[src/bmhq_pkg.sv]
// Package for the binary max-heap queue: request and status codes,
// transaction structs and sizing constants. No dependencies.
package bmhq_pkg;

  localparam int DEPTH_DEF     = 32;
  localparam int KEY_WIDTH_DEF = 32;

  localparam logic [2:0] REQ_APPEND   = 3'd0;
  localparam logic [2:0] REQ_BUILD    = 3'd1;
  localparam logic [2:0] REQ_INSERT   = 3'd2;
  localparam logic [2:0] REQ_EXTRACT  = 3'd3;
  localparam logic [2:0] REQ_INCREASE = 3'd4;
  localparam logic [2:0] REQ_SORT     = 3'd5;

  localparam logic [1:0] ST_OK    = 2'd0;
  localparam logic [1:0] ST_FULL  = 2'd1;
  localparam logic [1:0] ST_EMPTY = 2'd2;
  localparam logic [1:0] ST_INDEX = 2'd3;

  typedef struct packed {
    logic [2:0]         req_type;
    logic signed [31:0] key_in;
    logic [4:0]         slot_index;
  } req_t;

  typedef struct packed {
    logic [1:0]         status;
    logic signed [31:0] key_out;
    logic [5:0]         count_out;
    logic               last_result;
  } rsp_t;

  // datapath operations
  localparam logic [3:0] OP_NONE     = 4'd0;
  localparam logic [3:0] OP_LOAD     = 4'd1;  // latch request
  localparam logic [3:0] OP_WR_END   = 4'd2;  // store key at count, count++
  localparam logic [3:0] OP_WR_SLOT  = 4'd3;  // store key at slot, cur = slot
  localparam logic [3:0] OP_RD_A     = 4'd4;  // read cur
  localparam logic [3:0] OP_RD_B     = 4'd5;  // read first compare slot
  localparam logic [3:0] OP_RD_C     = 4'd6;  // read second compare slot
  localparam logic [3:0] OP_WR_A     = 4'd7;  // write b at cur, or c if the right child is biggest
  localparam logic [3:0] OP_WR_B     = 4'd8;  // write a at other, cur = other (not in sort phase)
  localparam logic [3:0] OP_EXT_TOP  = 4'd9;  // read root, count--
  localparam logic [3:0] OP_EXT_MOVE = 4'd10; // read last, then root = it
  localparam logic [3:0] OP_EXT_PUT  = 4'd11;
  localparam logic [3:0] OP_SET_LIM  = 4'd12; // limit = count, outer = count/2
  localparam logic [3:0] OP_STEP     = 4'd13; // outer/limit step
  localparam logic [3:0] OP_RD_EMIT  = 4'd14;
  localparam logic [3:0] OP_CLR      = 4'd15; // count = 0

  typedef struct packed {
    logic [3:0] op;
    logic       up;      // sift up (else down)
    logic       sort_ph; // sort phase step: swap root with limit-1
  } cmd_t;

  typedef struct packed {
    logic       full;
    logic       empty;
    logic       bad_idx;
    logic       cur_root;   // cur == 0
    logic       no_left;    // left child beyond limit
    logic       no_right;
    logic       up_stop;    // parent not below cur
    logic       dn_stop;    // biggest is cur
    logic       outer_zero;
    logic       lim_one;
    logic       emit_last;
  } sts_t;

endpackage

[src/bmhq_datapath.sv]
// Datapath of the heap queue: key memory, index registers and comparators.
// Depends on bmhq_pkg.
module bmhq_datapath import bmhq_pkg::*; #(
  parameter int DEPTH     = DEPTH_DEF,
  parameter int KEY_WIDTH = KEY_WIDTH_DEF
) (
  input  logic clk,
  input  logic rst,
  input  req_t req,
  input  cmd_t cmd,
  output sts_t sts,
  output logic [2:0] req_type,
  output logic signed [31:0] top_key,
  output logic signed [31:0] emit_key,
  output logic [$clog2(DEPTH+1)-1:0] count
);
  localparam int AW = $clog2(DEPTH);
  localparam int CW = $clog2(DEPTH + 1);

  logic signed [KEY_WIDTH-1:0] mem [DEPTH];
  logic signed [KEY_WIDTH-1:0] rdata, ka, kb, kc, key;
  logic [CW-1:0] cur, other, limit, outer, slot, emit_idx;
  logic [CW-1:0] l_idx, r_idx, p_idx, big;
  logic [CW:0]   l_w;
  logic [AW-1:0] raddr;
  logic          wen;
  logic [AW-1:0] waddr;
  logic signed [KEY_WIDTH-1:0] wdata;
  logic [3:0]    last_op;

  assign l_w   = {cur, 1'b1};
  assign l_idx = l_w[CW-1:0];
  assign r_idx = l_idx + CW'(1);
  assign p_idx = (cur - CW'(1)) >> 1;

  always_comb begin
    raddr = cur[AW-1:0];
    unique case (cmd.op)
      OP_RD_B:     raddr = cmd.sort_ph ? other[AW-1:0] :
                           (cmd.up ? p_idx[AW-1:0] : l_idx[AW-1:0]);
      OP_RD_C:     raddr = r_idx[AW-1:0];
      OP_EXT_TOP:  raddr = '0;
      OP_EXT_MOVE: raddr = count[AW-1:0];
      OP_RD_EMIT:  raddr = emit_idx[AW-1:0];
      default:     raddr = cur[AW-1:0];
    endcase
  end

  always_comb begin
    wen = 1'b0; waddr = cur[AW-1:0]; wdata = kb;
    unique case (cmd.op)
      OP_WR_END:  begin wen = 1'b1; waddr = count[AW-1:0]; wdata = key; end
      OP_WR_SLOT: begin wen = 1'b1; waddr = slot[AW-1:0]; wdata = key; end
      OP_WR_A:    begin
        wen = 1'b1; waddr = cur[AW-1:0];
        wdata = (cmd.up || big != r_idx) ? kb : kc;
      end
      OP_WR_B:    begin wen = 1'b1; waddr = other[AW-1:0]; wdata = ka; end
      OP_EXT_PUT: begin wen = 1'b1; waddr = '0; wdata = rdata; end
      default:    wen = 1'b0;
    endcase
  end

  always_ff @(posedge clk) begin
    if (wen) mem[waddr] <= wdata;
    rdata <= mem[raddr];
  end

  assign emit_key = 32'(rdata);

  // biggest among cur (ka), left (kb), right (kc)
  always_comb begin
    big = cur;
    if (!sts.no_left && kb > ka) big = l_idx;
    if (!sts.no_right && kc > ((!sts.no_left && kb > ka) ? kb : ka)) big = r_idx;
  end

  always_ff @(posedge clk) begin
    if (rst) begin
      count <= '0; last_op <= OP_NONE;
    end else begin
      last_op <= cmd.op;
      unique case (cmd.op)
        OP_WR_END:  count <= count + CW'(1);
        OP_EXT_TOP: count <= count - CW'(1);
        OP_CLR:     count <= '0;
        default: ;
      endcase
    end
  end

  always_ff @(posedge clk) begin
    unique case (last_op)
      OP_RD_A: ka <= rdata;
      OP_RD_B: kb <= rdata;
      OP_RD_C: kc <= rdata;
      OP_EXT_TOP: top_key <= 32'(rdata);
      default: ;
    endcase
    unique case (cmd.op)
      OP_LOAD: begin
        req_type <= req.req_type;
        key      <= KEY_WIDTH'(signed'(req.key_in));
        slot     <= CW'(req.slot_index);
        emit_idx <= '0;
      end
      OP_WR_END:  cur <= count;
      OP_WR_SLOT: cur <= slot;
      OP_WR_A:    if (!cmd.up) other <= big;
      OP_WR_B:    if (!cmd.sort_ph) cur <= other;
      OP_EXT_PUT: begin cur <= '0; limit <= count; end
      OP_SET_LIM: begin limit <= count; outer <= count >> 1; end
      OP_STEP: begin
        if (cmd.sort_ph) begin
          limit <= limit - CW'(1);
          cur <= '0; other <= limit - CW'(1);
        end else begin
          outer <= outer - CW'(1);
          cur <= outer - CW'(1);
        end
      end
      OP_RD_EMIT: emit_idx <= emit_idx + CW'(1);
      default: ;
    endcase
    if (cmd.op == OP_RD_B && cmd.up) other <= p_idx;
  end

  assign sts.full       = (count == CW'(DEPTH));
  assign sts.empty      = (count == '0);
  assign sts.bad_idx    = (slot >= count);
  assign sts.cur_root   = (cur == '0);
  assign sts.no_left    = (l_w >= {1'b0, limit});
  assign sts.no_right   = ({1'b0, r_idx} >= {1'b0, limit}) || (l_w >= {1'b0, limit});
  assign sts.up_stop    = !(kb < ka);
  assign sts.dn_stop    = (big == cur);
  assign sts.outer_zero = (outer == '0);
  assign sts.lim_one    = (limit <= CW'(1));
  assign sts.emit_last  = (emit_idx == limit);
endmodule

[src/bmhq_ctrl.sv]
// Controller of the heap queue: sequences sifts, build, sort and output.
// Depends on bmhq_pkg.
module bmhq_ctrl import bmhq_pkg::*; (
  input  logic clk,
  input  logic rst,
  input  logic in_fire,
  input  logic out_busy,
  input  logic [2:0] req_type,
  input  sts_t sts,
  output cmd_t cmd,
  output logic ready,
  output logic rsp_load,
  output logic [1:0] rsp_status,
  output logic rsp_key_sel,   // 1: extracted key
  output logic rsp_emit,      // 1: sorted key
  output logic rsp_last
);
  localparam logic [4:0] S_IDLE = 5'd0,  S_DEC = 5'd1,  S_UA = 5'd2,
                         S_UB = 5'd3,   S_UC = 5'd4,   S_UW = 5'd5,
                         S_UW2 = 5'd6,  S_DA = 5'd7,   S_DB = 5'd8,
                         S_DC = 5'd9,   S_DW0 = 5'd10, S_DW = 5'd11,
                         S_DW2 = 5'd12, S_XT = 5'd13,  S_XM = 5'd14,
                         S_SX = 5'd15,  S_BS = 5'd16,  S_BN = 5'd17,
                         S_SS = 5'd18,  S_SW = 5'd19,  S_EM = 5'd20,
                         S_EW = 5'd21,  S_RSP = 5'd22, S_XS = 5'd23,
                         S_SA = 5'd24,  S_SB = 5'd25;
  logic [4:0] state, state_next;
  logic       sorting, sorting_next, xtr, xtr_next;
  logic [1:0] stat, stat_next;

  assign ready = (state == S_IDLE) && !out_busy;

  always_ff @(posedge clk) begin
    if (rst) begin
      state <= S_IDLE; sorting <= 1'b0; xtr <= 1'b0; stat <= ST_OK;
    end else begin
      state <= state_next; sorting <= sorting_next; xtr <= xtr_next;
      stat <= stat_next;
    end
  end

  always_comb begin
    state_next = state; sorting_next = sorting; xtr_next = xtr; stat_next = stat;
    cmd = '{op: OP_NONE, up: 1'b0, sort_ph: 1'b0};
    rsp_load = 1'b0; rsp_status = stat; rsp_key_sel = xtr; rsp_emit = 1'b0;
    rsp_last = 1'b1;
    unique case (state)
      S_IDLE: if (in_fire) begin cmd.op = OP_LOAD; state_next = S_DEC; end
      S_DEC: begin
        stat_next = ST_OK; xtr_next = 1'b0; sorting_next = 1'b0;
        unique case (req_type)
          REQ_APPEND, REQ_INSERT:
            if (sts.full) begin stat_next = ST_FULL; state_next = S_RSP; end
            else begin
              cmd.op = OP_WR_END;
              state_next = (req_type == REQ_INSERT) ? S_UA : S_RSP;
            end
          REQ_INCREASE:
            if (sts.bad_idx) begin stat_next = ST_INDEX; state_next = S_RSP; end
            else begin cmd.op = OP_WR_SLOT; state_next = S_UA; end
          REQ_EXTRACT:
            if (sts.empty) begin stat_next = ST_EMPTY; state_next = S_RSP; end
            else begin cmd.op = OP_EXT_TOP; xtr_next = 1'b1; state_next = S_XT; end
          REQ_BUILD: begin cmd.op = OP_SET_LIM; state_next = S_BN; end
          REQ_SORT:
            if (sts.empty) begin stat_next = ST_EMPTY; state_next = S_RSP; end
            else begin cmd.op = OP_SET_LIM; sorting_next = 1'b1; state_next = S_BN; end
          default: state_next = S_RSP;
        endcase
      end
      // sift up
      S_UA: if (sts.cur_root) state_next = S_RSP;
            else begin cmd.op = OP_RD_A; cmd.up = 1'b1; state_next = S_UB; end
      S_UB: begin cmd.op = OP_RD_B; cmd.up = 1'b1; state_next = S_UC; end
      S_UC: state_next = S_UW;
      S_UW: if (sts.up_stop) state_next = S_RSP;
            else begin cmd.op = OP_WR_A; cmd.up = 1'b1; state_next = S_UW2; end
      S_UW2: begin cmd.op = OP_WR_B; state_next = S_UA; end
      // extract
      S_XT: begin cmd.op = OP_EXT_MOVE; state_next = S_XM; end
      S_XM: begin cmd.op = OP_EXT_PUT; state_next = S_DA; end
      // sift down
      S_DA: begin cmd.op = OP_RD_A; state_next = S_DB; end
      S_DB: begin cmd.op = OP_RD_B; state_next = S_DC; end
      S_DC: begin cmd.op = OP_RD_C; state_next = S_DW0; end
      S_DW0: state_next = S_DW;
      S_DW: if (sts.dn_stop) state_next = xtr ? S_RSP : S_BN;
            else begin cmd.op = OP_WR_A; state_next = S_DW2; end
      S_DW2: begin cmd.op = OP_WR_B; state_next = S_DA; end
      // build loop
      S_BN: if (sts.outer_zero) state_next = sorting ? S_XS : S_RSP;
            else begin cmd.op = OP_STEP; state_next = S_BS; end
      S_BS: state_next = S_DA;
      // sort loop: swap root with limit-1, shrink, sift down
      S_XS: if (sts.lim_one) begin cmd.op = OP_SET_LIM; state_next = S_EM; end
            else begin cmd.op = OP_STEP; cmd.sort_ph = 1'b1; state_next = S_SS; end
      S_SS: begin cmd.op = OP_RD_A; state_next = S_SW; end
      S_SW: begin cmd.op = OP_RD_B; cmd.sort_ph = 1'b1; state_next = S_SX; end
      S_SX: state_next = S_SA;
      S_SA: begin cmd.op = OP_WR_A; cmd.up = 1'b1; state_next = S_SB; end
      S_SB: begin cmd.op = OP_WR_B; cmd.sort_ph = 1'b1; state_next = S_DA; end
      S_EM: if (!out_busy) begin cmd.op = OP_RD_EMIT; state_next = S_EW; end
      S_EW: begin
        rsp_load = 1'b1; rsp_emit = 1'b1; rsp_status = ST_OK;
        rsp_last = sts.emit_last;
        if (sts.emit_last) begin cmd.op = OP_CLR; state_next = S_IDLE; end
        else state_next = S_EM;
      end
      S_RSP: if (!out_busy) begin rsp_load = 1'b1; state_next = S_IDLE; end
      default: state_next = S_IDLE;
    endcase
  end
endmodule

[src/binary_max_heap_queue.sv]
// Binary max-heap priority queue of signed keys, top level.
// Instantiates bmhq_ctrl and bmhq_datapath; depends on bmhq_pkg.
//
// Input channel req (valid req_valid, stall req_stall) carries one request
// transaction: append, build, insert, extract max, increase key or sort.
// Output channel rsp (valid rsp_valid, stall rsp_stall) carries result
// transactions; each request gives one, except sort of a non-empty store,
// which gives one per key, ascending, with last_result on the final one.
// One request is worked at a time; req_stall stays high until it finishes.
// Append, unknown codes and error cases answer with no sift; a sift goes
// level by level, with reads and writes of the key memory, which has
// registered read data. The next request is taken only after the result
// is loaded, once the controller is idle and rsp is not stalled. Build
// does one sift down per parent; sort builds, then swaps the root with the
// last key and sifts down once per key but the last, and emits its keys
// one at a time. Reset clears the count and the control; stored keys stay
// undefined until written. A stall on rsp holds the result register and
// the controller waits before loading the next one.
module binary_max_heap_queue import bmhq_pkg::*; #(
  parameter int DEPTH     = DEPTH_DEF,
  parameter int KEY_WIDTH = KEY_WIDTH_DEF
) (
  input  logic clk,
  input  logic rst,
  input  logic req_valid,
  output logic req_stall,
  input  req_t req,
  output logic rsp_valid,
  input  logic rsp_stall,
  output rsp_t rsp
);
  localparam int CW = $clog2(DEPTH + 1);

  cmd_t cmd;
  sts_t sts;
  logic ready, rsp_load, rsp_key_sel, rsp_emit, rsp_last, in_fire, out_busy;
  logic [1:0] rsp_status;
  logic [2:0] req_type;
  logic signed [31:0] top_key, emit_key;
  logic [CW-1:0] count;

  assign req_stall = !ready;
  assign in_fire   = req_valid && ready;
  assign out_busy  = rsp_valid && rsp_stall;

  bmhq_ctrl u_ctrl (
    .clk, .rst, .in_fire, .out_busy, .req_type, .sts, .cmd, .ready,
    .rsp_load, .rsp_status, .rsp_key_sel, .rsp_emit, .rsp_last
  );

  bmhq_datapath #(.DEPTH(DEPTH), .KEY_WIDTH(KEY_WIDTH)) u_dp (
    .clk, .rst, .req, .cmd, .sts, .req_type, .top_key, .emit_key, .count
  );

  always_ff @(posedge clk) begin
    if (rst) rsp_valid <= 1'b0;
    else if (rsp_load) rsp_valid <= 1'b1;
    else if (!rsp_stall) rsp_valid <= 1'b0;
  end

  always_ff @(posedge clk) begin
    if (rsp_load) begin
      rsp.status      <= rsp_status;
      rsp.key_out     <= rsp_emit ? emit_key :
                         ((rsp_key_sel && rsp_status == ST_OK) ? top_key : '0);
      rsp.count_out   <= rsp_emit ? 6'd0 : 6'(count);
      rsp.last_result <= rsp_last;
    end
  end

  a_no_overwrite: assert property (@(posedge clk) disable iff (rst)
    rsp_valid && rsp_stall |-> !rsp_load) else $error("result overwritten");
  a_busy_stall: assert property (@(posedge clk) disable iff (rst)
    rsp_load |-> req_stall) else $error("ready while answering");
  a_count_range: assert property (@(posedge clk) disable iff (rst)
    count <= CW'(DEPTH)) else $error("count beyond depth");
endmodule

[config.mk]
export PLATFORM = sky130hd
export DESIGN_NAME = binary_max_heap_queue
export DESIGN_NICKNAME = d
export VERILOG_FILES = /design/src/bmhq_pkg.sv /design/src/bmhq_datapath.sv /design/src/bmhq_ctrl.sv /design/src/binary_max_heap_queue.sv
export SDC_FILE = /design/constraint.sdc
export NUM_CORES = 2
export LEC_CHECK = 0
export ABC_AREA = 1
export BUFFER_PORTS_ARGS = -buffer_cell sky130_fd_sc_hd__buf_4
export CORE_UTILIZATION = 70
export CTS_BUF_LIST = sky130_fd_sc_hd__clkbuf_8
export DETAILED_ROUTE_END_ITERATION = 10
export PLACE_DENSITY = 0.9
export SYNTH_ARGS = -nofsm -noshare
export SYNTH_HDL_FRONTEND = slang
export SYNTH_HIERARCHICAL = 1
export SYNTH_SLANG_ARGS = --single-unit
[constraint.sdc]
create_clock -name clk -period 20.2 [get_ports clk]
set_clock_uncertainty 0.05 [all_clocks]
set_input_delay 4.04 -clock clk [delete_from_list [all_inputs] [get_ports clk]]
set_output_delay 4.04 -clock clk [all_outputs]
set_load 0.05 [all_outputs]
Word-level counts from Yosys, hierarchy flattened. Memory sizes are Yosys's and may differ from the RTL's. A register that Yosys moved wholly into a read port is not among the register bits. Cells that the tools add are included.

Logic and storage cells: 218. Flip-flop bits (word level): 259. Bits of input ports: 44. Memories: 1. Bits in writable memories: 1024.

Reduce and logical (&&, ||, !) cells: 43. Magnitude comparators: 7. Muxes and demuxes: 74. Eq/ne operators: 62. Add/sub/neg operators: 7.

Memory list: u_dp.mem (depth 32, width 32, read ports 1, clocked after Yosys merged registers in 1, wr ports 1, RTL line bmhq_datapath.sv:20) `logic signed [KEY_WIDTH-1:0] mem [DEPTH];`.

Operators by type and width (number): two-way mux 32 bit (4); case mux 32 bit (4 select lines) (1); case mux 5 bit (23 select lines) (1); two-way mux 5 bit (15); greater-than comparator 32 bit (2); case mux 4 bit (16 select lines) (1); equality test 5 bit, second input constant (10); case mux 5 bit (5 select lines) (2); case mux 6 bit (2 select lines) (4); two-way mux 6 bit (7); equality test 5 x 4 -> 1 bit, second input constant (8); equality test 4 bit, second input constant (9); < comparator 32 bit (1); case mux 6 bit (5 select lines) (1); two-way mux 4 bit (7); equality test 4 x 3 -> 1 bit, second input constant (6); subtractor 6 x 1 -> 6 bit, second input constant (4); equality test 5 x 3 -> 1 bit, second input constant (4); case mux 4 bit (5 select lines) (1); case mux 5 bit (4 select lines) (1); adder 6 x 1 -> 6 bit, second input constant (3); zero test 6 bit (3); case mux 6 bit (3 select lines) (1); two-way mux 1 bit (15); other kinds (38) (82).

Logic depth before layout (Yosys ltp).
Depth after elaboration: 15. Depth in mapped cells: 60. Depth with buffers taken out: 56.

By module. The synthesis kept the hierarchy.

Modules (own cells, without submodules): bmhq_datapath (cells an instance 4237, times used 1, area an instance 54494.8 um^2, seq. area each 37526.0 um^2); binary_max_heap_queue (cells an instance 236, times used 1, area an instance 2133.3 um^2, seq. area each 1251.2 um^2); bmhq_ctrl (cells an instance 232, times used 1, area an instance 1187.4 um^2, seq. area each 180.2 um^2).

Worst setup path before layout. Ideal clock, no wire load.

Path type: input -> output. From: input rsp_stall. To: output req_stall. Path buffers: 0. Cell stages on the path: 4. Arrival time: 4.577 ns. Path slack: 11.533 ns. Cell sequence: nand2_1 inv_1 nor2_1 inv_1.

Cells in the longest elaborated chain, start to end: 4.

Ends and longest elaborated chain: start: declaration (RTL line binary_max_heap_queue.sv:29) `input logic rsp_stall,`; logical AND 1 bit (RTL line binary_max_heap_queue.sv:44) `assign out_busy = rsp_valid && rsp_stall;`; via out_busy (RTL line binary_max_heap_queue.sv:36) `logic ready, rsp_load, rsp_key_sel, rsp_emit, rsp_last, in_fire, out_busy;`; zero test 1 bit (RTL line bmhq_ctrl.sv:31) `assign ready = (state == S_IDLE) && !out_busy;`; logical AND 1 bit (RTL line bmhq_ctrl.sv:31); via ready (RTL line binary_max_heap_queue.sv:36); zero test 1 bit (RTL line binary_max_heap_queue.sv:42) `assign req_stall = !ready;`; end: declaration (RTL line binary_max_heap_queue.sv:26) `output logic req_stall,`.

The timed path passes the listed nets, and every way through them passes these cells.

==> qor.csv <==
stage;metric;value;unit
yosys;Mapped Area;57820;um2
clock_tree;Post-CTS Hold Buffers;0;
clock_tree;Clock Latency Late Sink;890;ps
placement;Cells after DPL;5699;
clock_tree;htree depth;4;
yosys;#FFs+latches synth;1315;
placement;number of port buffers;86;
global_route;antenna violations before repair;3;
timing;Max-slew headroom;-2.442;%
routing;Vias;41290;
critical_path;Worst Path Max Fanout;237;
hold_path;hold depth;2;
critical_path;reg2reg start;u_dp/kb[11]$_DFFE_PN_;
timing;Final min period;10880;ps
clock_tree;post-CTS setup repair buffer count;0;
floorplan;I/O pin count;87;
routing;Post-route DRC;2;
finish;nets@finish;4963;
timing;Slew Viols, Final;66;
global_route;number of global-route vias before repair;40740;
routing;DR vias/cell;6.805;
yosys;register area share after synthesis;67.38;%
status;status;finished, violations left;
finish;Non-Filler Instances;6068;
critical_path;Slowest Stage Delay on Critical Path;880;ps
timing;Worst-Margin Slew;1537;ps
yosys;number of synthesized flops with an enable pin;1262;
critical_path;crit path buf inv count;8;
timing;TNS Setup;0;ps
routing;routed wire length;167700;um
pwr;Worst VDD drop;168.6;uV
yosys;top_reg_cell synth;edfxtp_1;
hold_path;Hold Crit Class;flop to flop;
clock_tree;clock buffer depth;3;
placement;RePlAce Congestion;0.9676;
routing;met1 WL;54320;um
flow_run;max-cap viol count;2;
hold_path;critical hold path startpoint;u_ctrl/sorting$_SDFFE_PP0P_;
critical_path;Worst Path Required;20900;ps
routing;met3 routed WL;26500;um
critical_path;Top delay family on crit path;simple AND/OR/NAND/NOR gates;
critical_path;worst endpoint data arrival time;11580;ps
floorplan;num rows;105;
clock_tree;CTS tree;done;
floorplan;die width;289.4;um
clock_tree;Root Buffer;clkbuf_8;
critical_path;CP Capture Type;flop;
pwr;P_leak;23.41;nW
timing;Final Hold Viols;0;
floorplan;Starting Density;70.64;%
finish;most frequent cells in the layout;edfxtp_1, nand2_1, inv_1;
routing;Final ANT Viol Nets;0;
floorplan;area of the core;81850;um2
timing;final setup vio count;0;
global_route;grt total ovfl;0;
critical_path;Crit-path slowest cell;buf_4;
routing;Top Layer Used;met4;
placement;DP Wirelength;87480;um
placement;Placement Setup Slack;9650;ps
finish;most common cell after layout, fill and taps aside;edfxtp_1;
finish;synth-to-layout area growth;9.916;%
pwr;post-layout total power;0.008961;W
global_route;pin count of the biggest net entering global routing;238;
critical_path;R2R depth;44;
timing;RSZ-0062 raised after global routing;no;
critical_path;most used cell, CP;nand2_1;
timing;Fmax;91.92;MHz
clock_tree;Clock transition at path regs;60;ps
timing;fin crit share;53.86;%
clock_tree;CTS sink cnt;1315;
yosys;Distinct cells, synth;58;
finish;fillers;4146;
clock_tree;CTS resizes;0;
critical_path;WS Path Type;flop to flop;
hold_path;Worst Hold End;u_ctrl/sorting$_SDFFE_PP0P_;
floorplan;Die Area;83750;um2
clock_tree;Num CTS Buffers;196;
yosys;synth warn;6;
yosys;Mapped Cells;4705;
yosys;Avg Inst Size Synth;12.29;um2
yosys;Syn Nets;4841;
critical_path;crit start category;flop;
global_route;GRT Util Overall;40.01;%
timing;final hold slack;428.0;ps
routing;met2 wire len;74810;um
routing;DRT iter0 DRCs;7607;
global_route;first-pass GRT wire length;245400;um
critical_path;R2R Setup Slk;9320;ps
critical_path;R2R Path End;u_dp/emit_key[29]$_DFF_P_;
routing;Wirelength per Cell;27.63;um
yosys;Async S/R FF share, synth;0;%
finish;share of cells above drive strength 1;15.05;%
pwr;P per Cell Area;141.0;nW/um2
floorplan;Die Span Y;289.4;um
routing;first-pass detailed-route iteration total;10;
timing;PnR worst setup slack;9321;ps
status;failing checks;DRC, capacitance limit, slew limit;
-- routing by layer --
layer  GRT usage [%]  up-vias
li1                -    17270
met3           12.11      953
met1           50.95    19120
met4           25.00        0
met5          0.2841        -
met2           60.44     3949
-- worst min-delay path, cell delays in order (launching register included) --
cell	delay, ps
dfxtp_1	290
inv_1	70
a211oi_1	70
-- registers in the layout (all words and copies together) (netlist names) --
register and cells:
rsp 41, rsp_valid 1, u_ctrl/rsp_key_sel 1, u_ctrl/sorting 1
u_ctrl/stat 2, u_ctrl/state 5, u_dp/count 6, u_dp/cur 6
u_dp/emit_idx 6, u_dp/emit_key 32, u_dp/ka 32, u_dp/kb 32
u_dp/kc 32, u_dp/key 32, u_dp/last_op 4, u_dp/limit 6
u_dp/mem 1024, u_dp/other 6, u_dp/outer 6, u_dp/req_type 3
u_dp/slot 5, u_dp/top_key 32
-- final cells by class --
cell class / count / area [um2] / area share, %
diodes: 2 / 5.005 / 0.007876
clock buffers: 220 / 3028 / 4.765
clock inverters: 147 / 695.7 / 1.095
inverters: 577 / 2178 / 3.428
multi-input cells: 2558 / 15950 / 25.10
flip-flops and latches: 1315 / 38960 / 61.30
well taps: 1070 / 1339 / 2.107
repair buffers: 179 / 1394 / 2.193
-- synthesized netlist by cell type, types with 53 or more instances --
library cell  number  area (um2)
edfxtp_1        1262       37900
nand2_1          719        2699
inv_1            560        2102
o211ai_1         462        3468
nand3_1          283        1416
nor2_1           217       814.5
o21ai_0          166       830.8
mux2_2           162        1824
clkbuf_1         130       488.0
a21oi_1          104       520.5
ha_1              91        1139
buf_2             85       425.4
nand4_1           56       350.3
mux2_1            54       608.1
dfxtp_1           53        1061
-- stage by stage --
stage	utilization, %	instance area [um2]
after floorplan	-	57820
after global placement	73.08	59810
after detailed placement	73.08	59810
after CTS	77.63	63540
after global routing	77.64	63550
final	77.64	63550
-- cell families after synthesis --
logic type / synth area share [%]
simple gates: 10.24
flops: 67.38
xor+xnor: 0.2424
mux: 4.207
buf+inv: 5.830
fa+ha+maj: 2.004
compound gates: 10.09
-- worst max-delay path by stage --
stage | start | end | cells past startpoint
global route | u_dp/kb[11]$_DFFE_PN_ | u_dp/emit_key[29]$_DFF_P_ | 44
finish | u_dp/kb[11]$_DFFE_PN_ | u_dp/emit_key[29]$_DFF_P_ | 44
CTS | u_dp/kb[11]$_DFFE_PN_ | u_dp/emit_key[29]$_DFF_P_ | 44
detailed placement | u_dp/kb[11]$_DFFE_PN_ | u_dp/emit_key[29]$_DFF_P_ | 44
floorplan | rsp_stall | req_stall | 4
global placement | u_dp/kb[11]$_DFFE_PN_ | u_dp/emit_key[29]$_DFF_P_ | 44
-- where the power goes --
| part | internal [W] | switching, W | total (W) |
|---|---|---|---|
| logic | 0.000856 | 0.00230 | 0.00316 |
| clock network | 0.00102 | 0.00107 | 0.00208 |
| registers | 0.00351 | 0.000209 | 0.00372 |
| total | 0.00538 | 0.00358 | 0.00896 |
Power figures use the tool's default switching activity.
